===== config.mk =====
export PLATFORM = sky130hd
export DESIGN_NAME = lbp3_ctrl
export DESIGN_NICKNAME = d
export VERILOG_FILES = /design/src/hw/rtl/lbp3_pkg.sv /design/src/hw/rtl/lbp3_ctrl.sv
export SDC_FILE = /design/constraint.sdc
export NUM_CORES = 1
export LEC_CHECK = 0
export ABC_CLOCK_PERIOD_IN_PS = 9200
export BUFFER_PORTS_ARGS = -buffer_cell sky130_fd_sc_hd__buf_2
export CORE_MARGIN = 1.5
export CORE_UTILIZATION = 65
export CTS_CLUSTER_SIZE = 40
export DETAILED_ROUTE_END_ITERATION = 10
export GPL_ROUTABILITY_DRIVEN = 0
export PLACE_DENSITY = 0.87
export SLEW_MARGIN = 20
export SYNTH_ARGS = -nofsm -noshare
export SYNTH_HDL_FRONTEND = slang
export SYNTH_SLANG_ARGS = --single-unit

===== constraint.sdc =====
create_clock -name clk -period 9.2 [get_ports clk]
set_input_delay 1.38 -clock clk [delete_from_list [all_inputs] [get_ports clk]]
set_output_delay 1.38 -clock clk [all_outputs]
set_load 0.01 [all_outputs]

===== src/hw/rtl/lbp3_pkg.sv =====
// ----------------------------------------------------------------------------
// lbp3_pkg
// Shared constants, codes and types of the 3x3 local binary pattern core.
// ----------------------------------------------------------------------------
package lbp3_pkg;

	// parameter defaults
	localparam int MAX_WIDTH_DEF  = 2048;
	localparam int MAX_HEIGHT_DEF = 4096;

	// register reset values
	localparam int FRAME_WIDTH_RST  = 640;
	localparam int FRAME_HEIGHT_RST = 480;

	// field widths
	localparam int PIX_W  = 8;
	localparam int CODE_W = 8;
	localparam int FW_W   = 12;
	localparam int FH_W   = 13;
	localparam int CFG_W  = 13;

	// input item kinds
	typedef enum logic {
		OP_PIXEL = 1'b0,
		OP_DRAIN = 1'b1
	} op_t;

	// configuration register indexes
	typedef enum logic {
		REG_FRAME_WIDTH  = 1'b0,
		REG_FRAME_HEIGHT = 1'b1
	} reg_idx_t;

	// per-item command from the raster control to the window stage
	typedef struct packed {
		logic             we;       // pixel: write the line store back
		logic             use_r2;   // row two above is inside the frame
		logic             use_r1;   // row one above is inside the frame
		logic             at_col0;  // column zero: closes the previous row
		logic             made;     // item yields a code
		logic             eof;      // code is the frame's last
		logic [PIX_W-1:0] pix;      // new bottom pixel (zero when draining)
	} cmd_t;

endpackage


===== src/hw/rtl/lbp3_ctrl.sv =====
// ----------------------------------------------------------------------------
// lbp3_ctrl
// Frame size registers and raster / drain position counters. Turns each
// transaction into a line store read and a command for the window stage.
// ----------------------------------------------------------------------------
module lbp3_ctrl #(
	parameter int MAX_WIDTH  = lbp3_pkg::MAX_WIDTH_DEF,
	parameter int MAX_HEIGHT = lbp3_pkg::MAX_HEIGHT_DEF
) (
	input  logic                         clk,
	input  logic                         arst_n,
	input  logic                         write_enable,
	input  logic                         reg_index,
	input  logic [lbp3_pkg::CFG_W-1:0]   write_data,
	input  logic                         accept,
	input  logic                         op,
	input  logic [lbp3_pkg::PIX_W-1:0]   pixel,
	output logic                         cmd_valid,
	output lbp3_pkg::cmd_t               cmd,
	output logic [$clog2(MAX_WIDTH)-1:0] cmd_addr
);
	import lbp3_pkg::*;

	localparam int AW    = $clog2(MAX_WIDTH);
	localparam int CW    = $clog2(MAX_WIDTH + 1);
	localparam int RW    = $clog2(MAX_HEIGHT + 1);
	localparam int RST_W = (FRAME_WIDTH_RST > MAX_WIDTH) ? MAX_WIDTH : FRAME_WIDTH_RST;
	localparam int RST_H = (FRAME_HEIGHT_RST > MAX_HEIGHT) ? MAX_HEIGHT : FRAME_HEIGHT_RST;

	logic [CW-1:0] eff_w_q;
	logic [RW-1:0] eff_h_q;
	logic [CW-1:0] col_q;
	logic [RW-1:0] row_q;
	logic [CW-1:0] drain_q;
	logic          draining_q;

	logic [31:0]   w_raw, h_raw, w_clamp, h_clamp;
	logic          wrap;
	logic [CW-1:0] c, c_inc, col_d, drain_d;
	logic [RW-1:0] r, r_inc, row_d;
	logic          draining_d;

	// clamp written sizes to 1..MAX
	always_comb begin
		w_raw   = 32'(write_data[FW_W-1:0]);
		h_raw   = 32'(write_data[FH_W-1:0]);
		w_clamp = (w_raw == 32'd0) ? 32'd1 :
			(w_raw > 32'(MAX_WIDTH)) ? 32'(MAX_WIDTH) : w_raw;
		h_clamp = (h_raw == 32'd0) ? 32'd1 :
			(h_raw > 32'(MAX_HEIGHT)) ? 32'(MAX_HEIGHT) : h_raw;
	end

	// command decode and next position
	always_comb begin
		wrap       = (col_q >= eff_w_q) || (row_q >= eff_h_q);
		r          = wrap ? '0 : row_q;
		c          = wrap ? '0 : col_q;
		c_inc      = c + CW'(1);
		r_inc      = r + RW'(1);
		cmd        = '0;
		cmd_addr   = '0;
		cmd_valid  = 1'b0;
		col_d      = col_q;
		row_d      = row_q;
		drain_d    = drain_q;
		draining_d = draining_q;
		if (op == OP_PIXEL) begin
			cmd_valid  = accept;
			cmd.we     = 1'b1;
			cmd.use_r2 = (r >= RW'(2));
			cmd.use_r1 = (r >= RW'(1));
			cmd.at_col0 = (c == '0);
			cmd.made   = (c == '0) ? (r >= RW'(2)) : (r >= RW'(1));
			cmd.pix    = pixel;
			cmd_addr   = c[AW-1:0];
			draining_d = 1'b0;
			col_d      = c_inc;
			row_d      = r;
			if (c_inc >= eff_w_q) begin
				col_d = '0;
				row_d = r_inc;
				if (r_inc >= eff_h_q) begin
					row_d      = '0;
					draining_d = 1'b1;
					drain_d    = '0;
				end
			end
		end else if (draining_q) begin
			cmd_valid = accept;
			if (drain_q < eff_w_q) begin
				// last row's codes: row below the frame reads zero
				cmd.use_r2  = (eff_h_q >= RW'(2));
				cmd.use_r1  = 1'b1;
				cmd.at_col0 = (drain_q == '0);
				cmd.made    = (drain_q == '0) ? (eff_h_q >= RW'(2)) : 1'b1;
				cmd_addr    = drain_q[AW-1:0];
				drain_d     = drain_q + CW'(1);
			end else begin
				// closes the last row at its right edge
				cmd.at_col0 = 1'b1;
				cmd.made    = 1'b1;
				cmd.eof     = 1'b1;
				draining_d  = 1'b0;
				drain_d     = '0;
			end
		end
	end

	// registers and counters
	always_ff @(posedge clk or negedge arst_n) begin
		if (!arst_n) begin
			eff_w_q    <= CW'(RST_W);
			eff_h_q    <= RW'(RST_H);
			col_q      <= '0;
			row_q      <= '0;
			drain_q    <= '0;
			draining_q <= 1'b0;
		end else if (write_enable) begin
			if (reg_index == REG_FRAME_WIDTH) begin
				eff_w_q <= w_clamp[CW-1:0];
			end else begin
				eff_h_q <= h_clamp[RW-1:0];
			end
			col_q      <= '0;
			row_q      <= '0;
			drain_q    <= '0;
			draining_q <= 1'b0;
		end else if (accept) begin
			col_q      <= col_d;
			row_q      <= row_d;
			drain_q    <= drain_d;
			draining_q <= draining_d;
		end
	end

`ifndef SYNTH
	// a flush only runs from the start of the raster
	a_drain_at_origin: assert property (@(posedge clk) disable iff (!arst_n)
		draining_q |-> (col_q == '0) && (row_q == '0))
		else $error("drain pending with raster position not at origin");

	// a command only comes from an accepted transaction
	a_cmd_accepted: assert property (@(posedge clk) disable iff (!arst_n)
		cmd_valid |-> accept)
		else $error("command issued without an accepted transaction");

	// pixels never close a frame
	a_pixel_no_eof: assert property (@(posedge clk) disable iff (!arst_n)
		cmd_valid && cmd.we |-> !cmd.eof)
		else $error("end of frame flagged on a pixel command");
`endif

endmodule


==> flow_summary.toml <==
[outcome]
status = "finished, final reports clean"

[global_route]
grt.total_usage = 0.350
overflow = 0
first_global_vias = 4765
antenna_found_initial = 0
grt_max_degree = 64
grt_pass1_wl_um = 23200

[routing]
drc = 0
antenna_left = 0
via_count = 4816
wl_um = 13900
wl_per_cell_um = 18.8
first_iter_violations = 378
vias_per_cell = 6.48
dr.pass1.iters = 6

[floorplan]
die_w_um = 92.1
initial_core_util = 0.671
dieArea_um2 = 8480
fp-row-count = 32
core-area_um2 = 7690
die_y_um = 92.1
ios = 53

[finish]
layout-drive-gt1-share = 0.145
seq_area_um2 = 1580
layout_commonest_cell = "ha_1"
n_antenna_cell = 0
finalNetCount = 731
area_growth_syn_to_layout_pct = 9.85
final_cell_mix = "ha_1, dfrtp_1, buf_2"
fill_cells = 592
multiInputGateArea_um2 = 3310

[clock_network]
cts.sinks = 63
cts_setup_buffers = 0
clock-root-buffer = "clkbuf_8"
numCtsBuffers = 9
htreeDepth = 3
path_clk_slew_ps = 80
clk_path_buf_depth = 2
cts-hold-fix-buffers = 0
clkLatencyLatePin_ps = 360
cts_resized = 0
cts_tree = "yes"

[yosys]
yosysWarnings = 0
synth_edf_count = 0
ys_seq_area_frac = 0.307
avgSynthCellArea_um2 = 8.73
synthCells = 591
yosysUniqueCellTypes = 59
syn_nets = 686
async_flop_share = 1.00
syn_area_um2 = 5160
synth_seq_cells = 63
synth_ff_type = "dfrtp_1"

[run]
cap_violations = 0

[placed_design]
hpwlAfterDp_um = 10500
io_buffers = 52
dp_slack_ps = 2790

[setup_path]
startpoint_type = "flop"
crit_required_ps = 9510
critPathKind = "reg -> reg"
reg2reg_slack_ps = 2610
crit_path_max_fanout = 24
arrival_ps = 6890
endpoint_kind = "flop"

[sta]
tns_ps = 0
rsz0062_at_grt = "no"
fin_crit_sh = 0.716
fin_crit_ps = 6590
finalHoldViolCount = 0
worst_pin_slew_ps = 900
clock.fmax_ghz = 0.152
final-max-slew-violation-count = 0
relSlewSlack = 0.399
setup_viol_count_final = 0
finalClockSkew_ps = 11.6
setup_ws_ps = 2610

[pwr]
power_uw = 724
ir_worst_vdd_mv = 0.0888
powerDensity_nw_per_um2 = 128
leakagePower_nw = 2.76

[hold_path]
holdCritPathClass = "reg -> reg"
-- report_power, final --
part | switching (mW) | internal (mW) | total, mW
registers | 0.0122 | 0.292 | 0.304
clock network | 0.118 | 0.151 | 0.269
logic | 0.0968 | 0.0536 | 0.150
total | 0.227 | 0.497 | 0.724
-- critical path, cell delays in order, from the launching register on --
cell and delay, ps:
dfrtp_1 500, ha_1 370, a21oi_1 170, nand2_1 60
a2111o_1 410, o21bai_4 240, nor2_2 710, nand2_1 190
inv_1 160, ha_1 230, and3_1 230, and3_1 200
and3_1 240, nand2_1 80, nor4_2 250, xnor2_1 160
nor2_1 60, ha_1 310, and4_1 220, nor4b_1 140
a22oi_1 220, nand2_1 240, nor4b_4 700, a21boi_0 310
a21o_1 110
-- final timing paths --
| check | startpoint | end | cells after the start |
|---|---|---|---|
| hold / removal | eff_w_q[8]$_DFFE_PN0P_ | eff_w_q[8]$_DFFE_PN0P_ | 2 |
| max in group asynchronous | arst_n | drain_q[3]$_DFFE_PN0P_ | 2 |
| setup reg to reg | col_q[10]$_DFFE_PN0P_ | row_q[4]$_DFFE_PN0P_ | 24 |
| setup / recovery | col_q[10]$_DFFE_PN0P_ | row_q[4]$_DFFE_PN0P_ | 24 |
| min in group asynchronous | arst_n | col_q[7]$_DFFE_PN0P_ | 2 |
| hold reg to reg | eff_w_q[8]$_DFFE_PN0P_ | eff_w_q[8]$_DFFE_PN0P_ | 2 |
-- final cells by class --
cell class,instances,share of cell area
clock buffers,11,0.0232
clock inverters,5,0.0133
inverters,45,0.0298
multi-input cells,464,0.584
flip-flops and latches,63,0.280
well taps,102,0.0225
repair buffers,53,0.0473
-- layer usage --
layer  part of all wire  up-vias  GRT usage
li1                   -     2259          -
met1               0.40     2275      0.439
met2               0.48      225      0.568
met3              0.069       57     0.0663
met4              0.046        0      0.191
met5                  0        -          0
-- sequential cells by signal (all words and copies together), names as in the netlist --
register    cells
col_q          12
draining_q      1
row_q          13
eff_w_q        12
eff_h_q        13
drain_q        12
-- logic make-up after synthesis --
kind of cell	synth area share
and+or+nand+nor	0.220
AOI/OAI and AO/OA	0.213
adders and majority gates	0.169
buffers and inverters	0.0509
DFF	0.307
xor gates and xnor gates	0.0340
muxes	0.00631
-- through the flow --
step	cell area [um^2]	util	instances	hold slack, ps
after global routing	5670	0.737	743	523
after global placement	5460	0.710	727	464
after CTS	5670	0.737	743	488
after floorplan	5160	-	591	450
after detailed placement	5460	0.710	727	472
final	5670	0.737	743	483
-- synth_stat cells (all sizes together) (13+ instances only) --
| cell type | n | area share |
|---|---|---|
| and3 | 18 | 0.022 |
| nor4 | 13 | 0.018 |
| nor2 | 45 | 0.035 |
| a22o | 31 | 0.053 |
| inv | 45 | 0.033 |
| ha | 68 | 0.16 |
| a31oi | 24 | 0.029 |
| nand2 | 46 | 0.033 |
| o21ai | 37 | 0.036 |
| dfrtp | 57 | 0.28 |
| nand3 | 30 | 0.029 |
| a21oi | 28 | 0.029 |
| xnor2 | 15 | 0.025 |
Power figures use the tool's default switching activity.
