$ cat config.mk
export PLATFORM = sky130hd
export DESIGN_NAME = lbp3_window
export DESIGN_NICKNAME = d
export VERILOG_FILES = /design/src/hw/rtl/lbp3_pkg.sv /design/src/hw/rtl/lbp3_window.sv
export SDC_FILE = /design/constraint.sdc
export NUM_CORES = 1
export LEC_CHECK = 0
export ABC_AREA = 1
export BUFFER_PORTS_ARGS = -buffer_cell sky130_fd_sc_hd__buf_2
export CORE_MARGIN = 4
export CORE_UTILIZATION = 45
export CTS_BUF_LIST = sky130_fd_sc_hd__clkbuf_2
export DETAILED_ROUTE_END_ITERATION = 8
export GPL_TIMING_DRIVEN = 0
export PLACE_DENSITY = 0.65
export SETUP_SLACK_MARGIN = 0.4
export SYNTH_ARGS = -nofsm -noshare
export SYNTH_HDL_FRONTEND = slang
export SYNTH_SLANG_ARGS = --single-unit
$ cat constraint.sdc
create_clock -name clk -period 1.9 [get_ports clk]
set_input_delay 0.19 -clock clk [delete_from_list [all_inputs] [get_ports clk]]
set_output_delay 0.19 -clock clk [all_outputs]
set_load 0.005 [all_outputs]
$ cat src/hw/rtl/lbp3_pkg.sv
// ----------------------------------------------------------------------------
// lbp3_pkg
// Shared constants, codes and types of the 3x3 local binary pattern core.
// ----------------------------------------------------------------------------
package lbp3_pkg;

	// parameter defaults
	localparam int MAX_WIDTH_DEF  = 2048;
	localparam int MAX_HEIGHT_DEF = 4096;

	// register reset values
	localparam int FRAME_WIDTH_RST  = 640;
	localparam int FRAME_HEIGHT_RST = 480;

	// field widths
	localparam int PIX_W  = 8;
	localparam int CODE_W = 8;
	localparam int FW_W   = 12;
	localparam int FH_W   = 13;
	localparam int CFG_W  = 13;

	// input item kinds
	typedef enum logic {
		OP_PIXEL = 1'b0,
		OP_DRAIN = 1'b1
	} op_t;

	// configuration register indexes
	typedef enum logic {
		REG_FRAME_WIDTH  = 1'b0,
		REG_FRAME_HEIGHT = 1'b1
	} reg_idx_t;

	// per-item command from the raster control to the window stage
	typedef struct packed {
		logic             we;       // pixel: write the line store back
		logic             use_r2;   // row two above is inside the frame
		logic             use_r1;   // row one above is inside the frame
		logic             at_col0;  // column zero: closes the previous row
		logic             made;     // item yields a code
		logic             eof;      // code is the frame's last
		logic [PIX_W-1:0] pix;      // new bottom pixel (zero when draining)
	} cmd_t;

endpackage

$ cat src/hw/rtl/lbp3_window.sv
// ----------------------------------------------------------------------------
// lbp3_window
// Line store read-back stage: merges RAM data with forwarding, writes the
// shifted rows back, shifts the 3x3 window and holds the output register.
// ----------------------------------------------------------------------------
module lbp3_window #(
	parameter int MAX_WIDTH = lbp3_pkg::MAX_WIDTH_DEF
) (
	input  logic                         clk,
	input  logic                         arst_n,
	input  logic                         cmd_valid,
	input  lbp3_pkg::cmd_t               cmd,
	input  logic [$clog2(MAX_WIDTH)-1:0] cmd_addr,
	input  logic [2*lbp3_pkg::PIX_W-1:0] rd_data,
	output logic                         wr_en,
	output logic [$clog2(MAX_WIDTH)-1:0] wr_addr,
	output logic [2*lbp3_pkg::PIX_W-1:0] wr_data,
	output logic                         item_stall,
	output logic                         code_valid,
	input  logic                         code_stall,
	output logic [lbp3_pkg::CODE_W-1:0]  code,
	output logic                         end_of_frame
);
	import lbp3_pkg::*;

	localparam int AW = $clog2(MAX_WIDTH);

	logic             valid_s1;
	cmd_t             cmd_s1;
	logic [AW-1:0]    addr_s1;
	logic             fwd_s1;
	logic [PIX_W-1:0] fwd_r1_s1, fwd_r2_s1;
	logic [PIX_W-1:0] win_q [6];

	logic             adv;
	logic             fwd_d;
	logic [PIX_W-1:0] r1_raw, r2_raw;
	logic [PIX_W-1:0] col [3];
	logic [PIX_W-1:0] n [9];
	logic [PIX_W-1:0] ctr;
	logic [CODE_W-1:0] code_d;

	// stage advance and upstream stall
	assign adv        = valid_s1 && (!cmd_s1.made || !code_valid || !code_stall);
	assign item_stall = valid_s1 && !adv;

	// same column written back at the edge of this read
	assign fwd_d = valid_s1 && adv && cmd_s1.we && (addr_s1 == cmd_addr);

	// line data, new column and pattern
	always_comb begin
		r1_raw = fwd_s1 ? fwd_r1_s1 : rd_data[PIX_W-1:0];
		r2_raw = fwd_s1 ? fwd_r2_s1 : rd_data[2*PIX_W-1:PIX_W];
		col[0] = cmd_s1.use_r2 ? r2_raw : '0;
		col[1] = cmd_s1.use_r1 ? r1_raw : '0;
		col[2] = cmd_s1.pix;
		for (int i = 0; i < 6; i++) begin
			n[i] = win_q[i];
		end
		for (int i = 0; i < 3; i++) begin
			n[6 + i] = cmd_s1.at_col0 ? '0 : col[i];
		end
		ctr       = n[4];
		code_d[7] = (n[0] >= ctr);
		code_d[6] = (n[3] >= ctr);
		code_d[5] = (n[6] >= ctr);
		code_d[4] = (n[7] >= ctr);
		code_d[3] = (n[8] >= ctr);
		code_d[2] = (n[5] >= ctr);
		code_d[1] = (n[2] >= ctr);
		code_d[0] = (n[1] >= ctr);
	end

	// write-back: row one above moves down, pixel becomes row one above
	assign wr_en   = adv && cmd_s1.we;
	assign wr_addr = addr_s1;
	assign wr_data = {r1_raw, cmd_s1.pix};

	// stage one control
	always_ff @(posedge clk or negedge arst_n) begin
		if (!arst_n) begin
			valid_s1 <= 1'b0;
			fwd_s1   <= 1'b0;
		end else if (cmd_valid) begin
			valid_s1 <= 1'b1;
			fwd_s1   <= fwd_d;
		end else if (adv) begin
			valid_s1 <= 1'b0;
		end
	end

	// stage one payload
	always_ff @(posedge clk) begin
		if (cmd_valid) begin
			cmd_s1    <= cmd;
			addr_s1   <= cmd_addr;
			fwd_r1_s1 <= cmd_s1.pix;
			fwd_r2_s1 <= r1_raw;
		end
	end

	// window shift
	always_ff @(posedge clk or negedge arst_n) begin
		if (!arst_n) begin
			for (int i = 0; i < 6; i++) begin
				win_q[i] <= '0;
			end
		end else if (adv) begin
			for (int i = 0; i < 3; i++) begin
				win_q[i]     <= cmd_s1.at_col0 ? '0 : win_q[3 + i];
				win_q[3 + i] <= col[i];
			end
		end
	end

	// output register
	always_ff @(posedge clk or negedge arst_n) begin
		if (!arst_n) begin
			code_valid <= 1'b0;
		end else if (adv && cmd_s1.made) begin
			code_valid <= 1'b1;
		end else if (!code_stall) begin
			code_valid <= 1'b0;
		end
	end

	always_ff @(posedge clk) begin
		if (adv && cmd_s1.made) begin
			code         <= code_d;
			end_of_frame <= cmd_s1.eof;
		end
	end

`ifndef SYNTH
	// no new read while the stage holds its RAM data
	a_hold_no_read: assert property (@(posedge clk) disable iff (!arst_n)
		valid_s1 && !adv |-> !cmd_valid)
		else $error("line store read while stage one is held");

	// a waiting code is never overwritten
	a_no_overwrite: assert property (@(posedge clk) disable iff (!arst_n)
		code_valid && code_stall |-> !(adv && cmd_s1.made))
		else $error("pending code overwritten");

	// end of frame only on the closing column
	a_eof_col0: assert property (@(posedge clk) disable iff (!arst_n)
		valid_s1 && cmd_s1.eof |-> cmd_s1.at_col0 && cmd_s1.made && !cmd_s1.we)
		else $error("end of frame on a column other than the closing one");
`endif

endmodule

==> results.md <==
* Final period util at 107%
* GRT overflow at 0
* Drt initial violations at 257
* Max Fclk at 492 MHz
* Crit. End Element: flop
* CTS Buf Count at 9
* Avg Synthesized Cell Area at 9.19 um^2
* Hold_sp: rd_data[9]
* Syn Nets at 729
* Port Buffers at 83
* Number of remaining DRC errors at 0
* Die Y-Extent at 121 um
* Die Span X at 121 um
* Vias at 5019
* Final cell count without fillers at 974
* Post-Syn Instances at 620
* Worst R2R Start: fwd_s1$_DFFE_PN0P_
* Synthesis-to-finish area growth at 43.8%
* CP Max Fanout at 10
* Routability cong. at 0.813
* Worst hold-check path type: in2reg
* Starting density of the core at 46.7%
* CTS clk-pin slew, worst paths at 0.28 ns
* Total GRT Usage at 23.3%
* Synth top cells by count: 173 x nand2_1, 70 x inv_1, 65 x nor2_1
* Final setup skew at 0.0252 ns
* Filler Cells Inserted at 911
* EDFF count, synth at 50
* Final setup vio count at 2
* Rows at 40
* Post-route core utilization at 67.1%
* Count leader, synth: nand2_1
* Violated checks: setup timing
* Fin nets at 910
* Vias in the first global route at 5343
* Htree depth at 3
* CTS max path bufs at 2
* Pleak at 3.82 nW
* Share of cells above drive strength 1 at 38.5%
* Clk root buf: clkbuf_2
* Mapped Area at 5700 um^2
* Inst Count DP at 871
* TritonRoute pass-1 iters at 5
* Setup WS post-layout at -0.133 ns
* Global-route wire length before repair at 26.6 mm
* DR WL/cell at 17.3 um
* Status: finished with violations
* Crit path from: fwd_s1$_DFFE_PN0P_
* Post-route minimum period at 2.03 ns
* Antenna diodes at 0
* CTS Sinks at 101
* Synth warn at 0
* Leading area contributor after synthesis: edfxtp_1
* Final Hold Fails at 0
* RSZ-0062 raised after global routing: true
* Top FF cell, synth: dfrtp_1
* Post-synth ARST share at 50.5%
* Top-Level Pins at 84
* Synth area leaders: edfxtp_1 26%, dfrtp_1 22%, ha_1 14%
* Library cells used by synthesis at 21
* CP arrival at 2.39 ns
* Register area share after synthesis at 48.7%
* CTS tree: done
* Final wirelength at 16.9 mm
* Worst Path Required at 2.26 ns
* Max-Cap Viols at 0
* Slew HR at 19.4%
* Pwr dens at 720 nW/um^2
* Initial antenna violation count at 0
* Final ANT Viol Nets at 0
* Fin. max-slew vios at 0
* Largest net degree at the start of global routing at 52
* #FFs+latches synth at 101
* Full die area at 14500 um^2
* Later-pin clock latency in the skew report at 0.58 ns
* DR vias/cell at 5.15
* Dpl hpwl at 10.1 mm
* Max IR drop VDD at 0.529 mV
* Synth top area share at 26.3%
* Crit Path Class: reg2reg
* Critical path startpoint category: flop
* Worst slew pin tran at 1.21 ns
* Core footprint at 12200 um^2
-- report_power, final --
group          internal, mW  switching [mW]  total (mW)
clock                 0.298           0.723        1.02
sequential             2.56           0.193        2.75
combinational          1.03            1.10        2.13
total                  3.88            2.01        5.90
-- placed cells by master, fill, tap and decap left out, drive strengths merged, types with 3 or more instances in the layout --
cell         Yosys  layout
nand3           13      13
clkbuf           2      12
inv             71      65
o21ai           58      58
nand2          174     174
dfrtp           51      51
nand4            8       8
edfxtp          50      50
buf             25     155
nor2            65      65
dlygate4sd3      0      37
nor3             8       8
clkinv           0       3
a21oi           24      24
clkinvlp         0      10
o31ai            7       7
ha              64      64
-- through the flow --
stage | area (um^2) | worst slack, ns | hold slack, ns | total power [mW] | setup TNS, ns
2_1_floorplan | 5710 | 0.123 | -0.106 | 3.63 | 0
3_3_place_gp | 6340 | -0.0843 | 0.367 | 4.03 | -0.0944
3_5_place_dp | 6340 | -0.132 | 0.368 | 4.13 | -0.307
4_1_cts | 7900 | -0.0814 | 0.0167 | 5.68 | -0.151
5_1_grt | 8200 | -0.176 | 0.0115 | 6.25 | -0.406
6_report | 8200 | -0.133 | 0.0596 | 5.90 | -0.240
-- kinds of logic after synthesis --
kind of cell | count (synthesis) | share of synthesized area (%)
compound gates | 89 | 10.1
buf+inv | 98 | 8.45
flops | 101 | 48.7
fa+ha+maj | 64 | 14.0
simple gates | 268 | 18.7
-- routing by layer --
layer  global-route usage [%]  wire (um)  vias up
li1                         -          -     2396
met1                     28.5       7090     2435
met2                     41.0       8480      152
met3                     5.00        871       36
met4                     7.37        418        0
met5                        0          0        -
-- critical path, cell delays in order, from the launching register on --
cell	delay, ns
dfrtp_1	0.46
buf_6	0.15
buf_8	0.14
nand2_2	0.08
nand2_4	0.07
nand2_2	0.09
nor2_2	0.04
ha_1	0.32
a21oi_2	0.13
nor2_1	0.05
nor3_1	0.17
nand3_1	0.12
-- worst paths after layout --
check                                    endpoint  slack (ns)  depth (start not counted)
min                             n[41]$_DFFE_PN0P_        0.06                          6
max                             code[4]$_DFFE_PP_       -0.13                         11
max reg2reg                     code[4]$_DFFE_PP_       -0.13                         11
min reg2reg                end_of_frame$_DFFE_PP_        0.46                          0
min in group asynchronous       n[65]$_DFFE_PN0P_        0.38                          2
max in group asynchronous      ctr[2]$_DFFE_PN0P_        0.70                          2
-- registers in the layout, summed over array words and instances, names as in the netlist --
register and cells:
fwd_s1 1, n 40, wr_addr 11, wr_data 8
valid_s1 1, ctr 8, cmd_s1 6, end_of_frame 1
fwd_r1_s1 8, code_valid 1, code 8, fwd_r2_s1 8
-- layout make-up --
| type | count | area (um^2) | share of cell area [%] |
|---|---|---|---|
| inverters | 71 | 307 | 3.74 |
| plain buffers | 27 | 282 | 3.43 |
| multi-input cells | 421 | 3050 | 37.2 |
| flip-flops and latches | 101 | 2780 | 33.9 |
| clock inverters | 6 | 53.8 | 0.656 |
| well taps | 168 | 210 | 2.56 |
| repair buffers | 168 | 1450 | 17.7 |
| clock buffers | 10 | 50.0 | 0.611 |
| repair inverters | 2 | 15.0 | 0.183 |
-- timing repair --
item	CTS	global route
cloned	8	0
pin swaps	45	31
hold buffers	37	0
endpoints found under the setup margin	35	36
hold endpoints to repair	93	0
gates resized for setup	122	54
setup buffers	32	10
Note: power is estimated with default switching activity, not from simulation.
